[config.mk]
export PLATFORM = sky130hd
export DESIGN_NAME = bta_ctrl
export DESIGN_NICKNAME = d
export VERILOG_FILES = /design/src/hdl/bta_pkg.sv /design/src/hdl/bta_ctrl.sv
export SDC_FILE = /design/constraint.sdc
export NUM_CORES = 1
export LEC_CHECK = 0
export BUFFER_PORTS_ARGS = -buffer_cell sky130_fd_sc_hd__buf_2
export CORE_AREA = 10 10 47 49
export CTS_BUF_LIST = sky130_fd_sc_hd__clkbuf_4
export DETAILED_ROUTE_END_ITERATION = 10
export DIE_AREA = 0 0 57 59
export PLACE_DENSITY = 0.69
export SKIP_CTS_REPAIR_TIMING = 1
export SYNTH_ARGS = -nofsm -noshare
export SYNTH_HDL_FRONTEND = slang
export SYNTH_SLANG_ARGS = --single-unit
[constraint.sdc]
create_clock -name aclk -period 1.51 [get_ports aclk]
set_clock_uncertainty 0.05 [all_clocks]
set_input_delay 0.151 -clock aclk [delete_from_list [all_inputs] [get_ports aclk]]
set_output_delay 0.151 -clock aclk [all_outputs]
set_load 0.03 [all_outputs]
[src/hdl/bta_pkg.sv]
// ----------------------------------------------------------------------------
// bta_pkg - shared types and constants for the boundary tag allocator
// Result codes, stream widths, controller states, the datapath command enum
// and the status struct passed between the controller and the datapath.
// ----------------------------------------------------------------------------
package bta_pkg;

    localparam int ARENA_UNITS_DEF  = 1024;
    localparam int HEADER_UNITS_DEF = 4;

    localparam int SIZE_W     = 10;   // request_size, free_offset, block_offset
    localparam int STATUS_W   = 2;
    localparam int S_TDATA_W  = 24;
    localparam int M_TDATA_W  = 16;

    localparam logic [STATUS_W-1:0] ST_DONE    = 2'd0;
    localparam logic [STATUS_W-1:0] ST_NOSPACE = 2'd1;
    localparam logic [STATUS_W-1:0] ST_BADFREE = 2'd2;

    localparam logic MODE_ALLOC = 1'b0;
    localparam logic MODE_FREE  = 1'b1;

    typedef enum logic [3:0] {
        S_IDLE,
        S_DISPATCH,
        S_A_LOOP,
        S_A_CHK,
        S_F_LOOP,
        S_F_STEP,
        S_F_GOTQ,
        S_F_NX,
        S_F_FIN,
        S_POST
    } state_t;

    typedef enum logic [3:0] {
        DP_NOP,
        DP_LOAD,
        DP_READ_P,
        DP_STEP,
        DP_TAKE,
        DP_CARVE,
        DP_FAIL_NOSPACE,
        DP_FAIL_BAD,
        DP_FREE_SET,
        DP_READ_NX,
        DP_FREE_FIN,
        DP_FREE_FIN_NONX,
        DP_POST
    } dp_cmd_t;

    typedef struct packed {
        logic mode_free;
        logic sz_zero;
        logic bad_off;
        logic p_end;
        logic p_at_q;
        logic hit;
        logic carve_ok;
        logic h_taken;
        logic nx_in;
        logic out_free;
    } dp_status_t;

endpackage

[src/hdl/bta_ctrl.sv]
// ----------------------------------------------------------------------------
// bta_ctrl - allocator controller
// Sequences the header walk, the allocate and free decisions and the
// hand-off of each result to the output register.
// ----------------------------------------------------------------------------
module bta_ctrl (
    input  logic                 aclk,
    input  logic                 aresetn,
    input  logic                 s_tvalid,
    output logic                 s_tready,
    input  bta_pkg::dp_status_t  st,
    output bta_pkg::dp_cmd_t     cmd
);
    import bta_pkg::*;

    state_t state_reg;
    state_t state_next;

    always_ff @(posedge aclk) begin
        if (!aresetn) begin
            state_reg <= S_IDLE;
        end else begin
            state_reg <= state_next;
        end
    end

    always_comb begin
        state_next = state_reg;
        cmd        = DP_NOP;
        s_tready   = 1'b0;
        unique case (state_reg)
            S_IDLE: begin
                // input side stays closed while reset is held
                s_tready = aresetn;
                if (s_tvalid && aresetn) begin
                    cmd        = DP_LOAD;
                    state_next = S_DISPATCH;
                end
            end
            S_DISPATCH: begin
                if (st.mode_free) begin
                    if (st.bad_off) begin
                        cmd        = DP_FAIL_BAD;
                        state_next = S_POST;
                    end else begin
                        state_next = S_F_LOOP;
                    end
                end else if (st.sz_zero) begin
                    cmd        = DP_FAIL_NOSPACE;
                    state_next = S_POST;
                end else begin
                    state_next = S_A_LOOP;
                end
            end
            S_A_LOOP: begin
                if (st.p_end) begin
                    // no exact fit: carve from the tail of the first block, or report no space
                    cmd        = st.carve_ok ? DP_CARVE : DP_FAIL_NOSPACE;
                    state_next = S_POST;
                end else begin
                    cmd        = DP_READ_P;
                    state_next = S_A_CHK;
                end
            end
            S_A_CHK: begin
                if (st.hit) begin
                    cmd        = DP_TAKE;
                    state_next = S_POST;
                end else begin
                    cmd        = DP_STEP;
                    state_next = S_A_LOOP;
                end
            end
            S_F_LOOP: begin
                priority if (st.p_at_q) begin
                    cmd        = DP_READ_P;
                    state_next = S_F_GOTQ;
                end else if (st.p_end) begin
                    cmd        = DP_FAIL_BAD;
                    state_next = S_POST;
                end else begin
                    cmd        = DP_READ_P;
                    state_next = S_F_STEP;
                end
            end
            S_F_STEP: begin
                cmd        = DP_STEP;
                state_next = S_F_LOOP;
            end
            S_F_GOTQ: begin
                if (!st.h_taken) begin
                    cmd        = DP_FAIL_BAD;
                    state_next = S_POST;
                end else begin
                    cmd        = DP_FREE_SET;
                    state_next = S_F_NX;
                end
            end
            S_F_NX: begin
                if (st.nx_in) begin
                    cmd        = DP_READ_NX;
                    state_next = S_F_FIN;
                end else begin
                    cmd        = DP_FREE_FIN_NONX;
                    state_next = S_POST;
                end
            end
            S_F_FIN: begin
                cmd        = DP_FREE_FIN;
                state_next = S_POST;
            end
            S_POST: begin
                if (st.out_free) begin
                    cmd        = DP_POST;
                    state_next = S_IDLE;
                end
            end
            default: begin
                state_next = S_IDLE;
            end
        endcase
    end

endmodule

**After elaboration in Yosys (flattened, before gate mapping)**

Cells that the tools add are included.

- Eq/ne operators: 11
- Reductions and logical operators: 3
- Muxes and demuxes: 26

Operators with widths:

| kind | count |
|---|---|
| $pmux 4 s10 | 2 |
| $mux 4 | 13 |
| $mux 3 | 6 |
| $eq 4x3->1 const B | 4 |
| $eq 4x2->1 const B | 2 |
| $eq 4x4->1 const B | 2 |
| $eq 4x1->1 const B | 1 |
| $logic_not 4->1 | 1 |
| $mux 2 | 2 |
| $ne 2x2->1 const B | 2 |
| $mux 1 | 3 |
| $reduce_and 2->1 | 1 |
| $logic_and 1x1->1 | 1 |

- Word-level logic and storage cells: 41
- Register bits: 4
- Output and inout bits: 5
- Bits of input ports: 13

**Depth between registers and ports, before layout**

Gate-level depths: netlist (run 1).

- Depth in word-level cells: 3
- Gate-level depth with buffers: 6
- Mapped depth without buffers: 4

**Worst setup path before layout (run 1)**

Ideal clock, no wire load.

- Kind: register to output
- Start: register state_reg[0]
- End: output port cmd[1]
- Slack: -0.083 ns
- Cell stages (with the launch flop): 6
- Arrival time: 1.392 ns
- Path buffers: 1
- Cell sequence: dfxtp_1 -> buf_2 -> inv_1 -> nor3_1 -> a221oi_1 -> o211ai_1

- Longest elaborated chain between the ends: 2
- Elaborated cells on any way between the ends: 11
- Classes of those cells: eq/ne (9); mux (1); reduce/logical (1)

RTL lines:

| what | RTL line | source |
|---|---|---|
| start, declared | bta_ctrl.sv:16 | `state_t state_reg;` |
| start signal, assigned | bta_ctrl.sv:23 | `state_reg <= state_next;` |
| $eq 4x4->1 (tied with other cells) | bta_ctrl.sv:31 | `unique case (state_reg)` |
| $pmux 4 s10 (*) | bta_ctrl.sv:31 |  |
| end, declared | bta_ctrl.sv:12 | `output bta_pkg::dp_cmd_t cmd` |

Mark *: on every way between the ends. The rest lies on a longest branch, timed or not.

**Worst setup path after layout (run 1)**

- Start: register state_reg[2]
- End: output port cmd[2]

The elaborated chain is that of the path after synthesis.

==> flow_summary_export.csv, run 1 <==
group,metric,value,unit
finish,syn2layout_area_growth,54.4,%
die,ioPinCount,18,
drt,routed_wl,1.92,mm
grt,grt_pass1_wl,2.70,mm
grt,grt_overflow,0,
finish,utilization,0.586,
finish,fillCellCount,147,
sta,slew_headroom,0.806,
logic_synthesis,yosys.area_share.simple,0.398,
die,floorplan.initialDensity,0.379,
logic_synthesis,syn_area,532,sq um
sta,timing_worst_slew_pin_value,0.288,ns
clocking,h-tree-depth,1,
pwr,power_density,1030,mW/mm^2
placed_design,place.detailed.hpwl,1.32,mm
logic_synthesis,syn-num-nets,91,
drt,ant_nets,0,
grt,antenna_found_initial,0,
finish,largest_reg_flops,4,
logic_synthesis,synth_cells,78,
drt,detail_route.iter0.violations,24,
die,die_area,0.00336,sq mm
grt,grt_use_total,0.0969,
sta,rsz0062_at_grt,"true",
hold_path,min_path_type,"primary input to register",
logic_synthesis,ys_ff_latch,4,
die,rows,14,
logic_synthesis,synth_top_area_share,0.151,
logic_synthesis,synthAdderAreaFrac,0,
drt,viasPerCell,5.63,
placed_design,place_area,698,sq um
placed_design,placed_cells,119,
logic_synthesis,muxShareOfSynthArea,0.0188,
logic_synthesis,synth_edf_count,0,
clocking,clkTransAtPathRegs,0.04,ns
logic_synthesis,async_flop_share,0,
clocking,max-clock-path-buffers,2,
sta,hold_viol_final,0,
outcome,status,"complete, but fails checks",
drt,vias,704,
logic_synthesis,synth_most_common_cell,"nand2_1",
placed_design,gp_congestion,0.868,
finish,final_layout_size_suffix_gt1_frac,0.486,
logic_synthesis,yosysTopAreaCell,"dfxtp_1",
drt,drtPass1Iterations,4,
sta,setup_violations,4,
logic_synthesis,synth_compound_area_frac,0.341,
critical_path,r2r-start,"state_reg[2]",
clocking,root_buffer,"clkbuf_4",
logic_synthesis,seq_area_frac_synth,0.151,
logic_synthesis,synth_area_leaders,"dfxtp_1 (15%), nand2_1 (5.6%), nor2_1 (4.9%)",
sta,setup_ws,-0.292,ns
finish,fin_cells,125,
clocking,tritoncts,"yes",
grt,grt_pass1_vias,636,
clocking,cts.sinks,4,
placed_design,portBuffers,17,
logic_synthesis,ys.flop_type,"dfxtp_1",
pwr,p_leak,0.365,nW
die,dieHeight,59,um
sta,fin_crit_sh,1.19,
critical_path,endpoint_kind,"output pin",
clocking,insertion_delay,0.23,ns
logic_synthesis,synth-xor-area-share,0,
die,core_area,0.00140,sq mm
logic_synthesis,ys_types,36,
grt,grt_max_degree,16,
outcome,failed_checks,"setup timing",
critical_path,critPathKind,"register to output pin",
critical_path,critPathMaxStageDelay,0.36,ns
hold_path,hold_start,"aresetn",
critical_path,cp.arrival,1.60,ns
critical_path,crit_fanout,7,
logic_synthesis,syn_avg_cell_area,6.82,sq um
job,drv_cap,0,
clocking,cts_buffers,3,
critical_path,critPathLaunch,"state_reg[2]",
finish,antenna_cells,0,
critical_path,setup.worst_path.start_class,"register",
critical_path,crit_slowest_cell,"dfxtp_4",
logic_synthesis,synthTopCellsByCount,"nand2_1 (8), nor2_1 (7), nand3_1 (5)",
sta,max_freq,0.555,GHz
critical_path,path_cells,"or3b_1 -> a211o_1 -> o21ai_2 -> nand3b_1 -> buf_6",
drt,drc_errors,0,
critical_path,required,1.31,ns
drt,wl_per_cell,15.3,um
pwr,p_total,0.000849,W
finish,fin_area,821,sq um
die,die_x,57,um
finish,final_nets,124,
pwr,ir_worst_vdd,0.000632,V
logic_synthesis,synth_top_family_by_area,"simple AND/OR/NAND/NOR gates",
logic_synthesis,yosys_warnings,0,
sta,drv_slew,0,
sta,fin_crit,1.80,ns
cells by family after synthesis:
logic type | after synthesis
buffers and inverters | 8
muxes | 1
and+or+nand+nor | 38
AOI/OAI and AO/OA | 27
DFF | 4
placed cells by master, fill, tap and decap left out, types with 2 or more instances in the layout:
master and n:
buf_4 16, buf_2 13, nand2_1 8, nor2_1 5, nand2b_1 4, nand3_1 4
clkbuf_4 4, o21ai_1 3, o21ai_0 3, buf_6 3, inv_1 2, a21oi_1 2
nor2b_2 2, o21ai_2 2, a21boi_1 2, nand3b_1 2, a21oi_2 2, a21o_1 2
o21a_1 2, dfxtp_2 2, dfxtp_4 2
critical path, delay by kind of cell, from the launching register on:
kind | cells | cell delay (ns)
compound gates | 2 | 0.37
flops | 1 | 0.36
simple gates | 2 | 0.50
buf+inv | 1 | 0.13
path summary, 6_finish.rpt:
| kind | endpoint | slack, ns | cells past startpoint |
|---|---|---|---|
| max | cmd[2] | -0.29 | 5 |
| min | state_reg[2] | 0.14 | 2 |
| max reg2reg | state_reg[0] | 0.11 | 4 |
| min reg2reg | state_reg[0] | 0.67 | 4 |
area by class of cell:
type	instances	area (sq um)	area share
multi-input combinational	66	450	0.549
timing repair buffer	33	226	0.276
sequential	4	90.1	0.110
clock buffer	3	22.5	0.0274
tap	16	20.0	0.0244
inverter	3	11.3	0.0137
power breakdown:
part | leakage, nW | total (W) | internal, W | switching, W
clock | 0.0138 | 0.000128 | 0.0000886 | 0.0000390
combinational | 0.316 | 0.000570 | 0.000264 | 0.000306
sequential | 0.0350 | 0.000151 | 0.000127 | 0.0000247
total | 0.365 | 0.000849 | 0.000479 | 0.000370
stage by stage:
step / hold slack, ns / TNS, ns / setup slack [ns]
after floorplan: 0.218 / -0.0960 / -0.0583
after global placement: 0.382 / -0.172 / -0.0946
after detailed placement: 0.382 / -0.281 / -0.130
after CTS: 0.140 / -1.28 / -0.379
after global routing: 0.150 / -1.01 / -0.324
final: 0.138 / -0.717 / -0.292
metal layers:
metal	track usage	wire length (um)
met1	0.114	760
met5	0	0
met3	0.0279	136
met4	0.0302	36
met2	0.164	981
Note: power is estimated with default switching activity, not from simulation.
==> run 2: changes to the inputs <==
--- a/config.mk
+++ b/config.mk
@@ -10,7 +10,8 @@
 export CTS_BUF_LIST = sky130_fd_sc_hd__clkbuf_4
 export DETAILED_ROUTE_END_ITERATION = 10
 export DIE_AREA = 0 0 57 59
-export PLACE_DENSITY = 0.69
+export PLACE_DENSITY = 0.74
+export REMOVE_ABC_BUFFERS = 1
 export SKIP_CTS_REPAIR_TIMING = 1
 export SYNTH_ARGS = -nofsm -noshare
 export SYNTH_HDL_FRONTEND = slang
==> flow_summary_export.csv, run 2 (synthesized netlist as in run 1, its figures left out) <==
group,metric,value,unit
grt,grt_use_total,0.105,
placed_design,placed_cells,120,
critical_path,reg2reg_to,"state_reg[0]",
finish,syn2layout_area_growth,55.8,%
finish,final_nets,123,
clocking,cts.sinks,4,
critical_path,r2r-start,"state_reg[0]",
finish,utilization,0.591,
finish,final_common_cell,"buf_4",
pwr,combinationalPowerShare,0.685,
sta,setup_violations,4,
placed_design,portBuffers,17,
hold_path,min_path_type,"primary input to register",
finish,largest_reg_flops,4,
pwr,p_seq_frac,0.172,
outcome,failed_checks,"setup timing",
placed_design,place.detailed.hpwl,1.38,mm
drt,ant_nets,0,
critical_path,required,1.31,ns
critical_path,reg2reg_depth,4,
clocking,max-clock-path-buffers,2,
drt,drtPass1Iterations,4,
finish,layout_common_cells,"buf_4 (16), buf_2 (12), nand2_1 (8)",
critical_path,setup.worst_path.start_class,"register",
finish,fin_cells,124,
sta,drv_slew,0,
critical_path,crit_fanout,3,
sta,fin_crit,1.79,ns
pwr,pwr-share-clk,0.143,
clocking,clkTransAtPathRegs,0.04,ns
clocking,h-tree-depth,1,
critical_path,critPathLaunch,"state_reg[0]",
grt,grt_pass1_wl,2.99,mm
drt,routed_wl,1.97,mm
drt,wl_per_cell,15.9,um
die,ioPinCount,18,
critical_path,critPathKind,"register to output pin",
clocking,root_buffer,"clkbuf_4",
finish,antenna_cells,0,
hold_path,hold_start,"aresetn",
outcome,status,"complete, but fails checks",
drt,detail_route.iter0.violations,13,
die,floorplan.initialDensity,0.379,
hold_path,hold_end,"state_reg[2]",
clocking,insertion_delay,0.23,ns
sta,max_freq,0.559,GHz
job,drv_cap,0,
sta,fin_crit_sh,1.18,
critical_path,cp.arrival,1.59,ns
finish,final_layout_size_suffix_gt1_frac,0.481,
die,core_area,0.00140,sq mm
drt,vias,704,
sta,hold_viol_final,0,
grt,grt_max_degree,12,
critical_path,endpoint_kind,"output pin",
pwr,p_sw,0.000389,W
placed_design,place_ws,-0.0873,ns
die,die_area,0.00336,sq mm
hold_path,holdPathStages,2,
drt,drc_errors,0,
pwr,power_density,1070,mW/mm^2
placed_design,gp_congestion,0.957,
die,die_x,57,um
sta,setup_ws,-0.278,ns
die,dieHeight,59,um
grt,grt_pass1_vias,706,
sta,timing_worst_slew_pin_value,0.308,ns
pwr,netSwitchingFraction,0.438,
sta,holdWs,0.148,ns
critical_path,r2r_setup_slack,0.10,ns
pwr,ir_worst_vdd,0.000775,V
grt,grt_overflow,0,
sta,final.setup.tns,-0.800,ns
clocking,cts_buffers,3,
drt,viasPerCell,5.68,
grt,antenna_found_initial,0,
pwr,internal_power,0.000498,W
sta,rsz0062_at_grt,"true",
die,rows,14,
sta,slew_headroom,0.789,
pwr,p_leak,0.363,nW
clocking,tritoncts,"yes",
run 2: stage by stage:
| stage | cell area [sq um] | power, W |
|---|---|---|
| final | 828 | 0.000887 |
| after global routing | 828 | 0.000946 |
| after CTS | 727 | 0.000757 |
| after detailed placement | 704 | 0.000621 |
| after global placement | 704 | 0.000611 |
| after floorplan | 494 | 0.000433 |
run 2: power groups by stage:
stage / clock [W] / combinational (W) / sequential, W
6_report: 0.000126 / 0.000608 / 0.000153
3_3_place_gp: 0 / 0.000465 / 0.000147
4_1_cts: 0.000133 / 0.000478 / 0.000146
2_1_floorplan: 0 / 0.000264 / 0.000169
3_5_place_dp: 0 / 0.000474 / 0.000148
5_1_grt: 0.000145 / 0.000647 / 0.000154
run 2: final cells by class:
class / instances / area [sq um]
clock buffer: 3 / 22.5
multi-input combinational: 66 / 463
sequential: 4 / 86.3
timing repair buffer: 32 / 225
fill: 133 / 573
inverter: 3 / 11.3
tap: 16 / 20.0
run 2: worst max-delay path, cell delays in order, from the launching register on:
cell	delay [ns]
dfxtp_1	0.38
or3b_1	0.37
a211o_1	0.26
o21ai_2	0.08
nand3b_1	0.14
buf_6	0.13
run 2: worst max-delay path by stage:
stage                     depth (start not counted)     end  slack, ns
after detailed placement                          5  cmd[2]      -0.09
after global routing                              5  cmd[2]      -0.32
after floorplan                                   4  cmd[2]      -0.17
after global placement                            5  cmd[2]      -0.06
after CTS                                         5  cmd[2]      -0.33
final                                             5  cmd[2]      -0.28
run 2: layer usage:
| layer | global-route usage | wire (um) | vias to the layer above |
|---|---|---|---|
| met5 | 0 | 0 | - |
| met2 | 0.178 | 1010 | 19 |
| met3 | 0.0258 | 63 | 2 |
| met4 | 0.0268 | 23 | 0 |
| li1 | - | - | 351 |
| met1 | 0.127 | 873 | 332 |
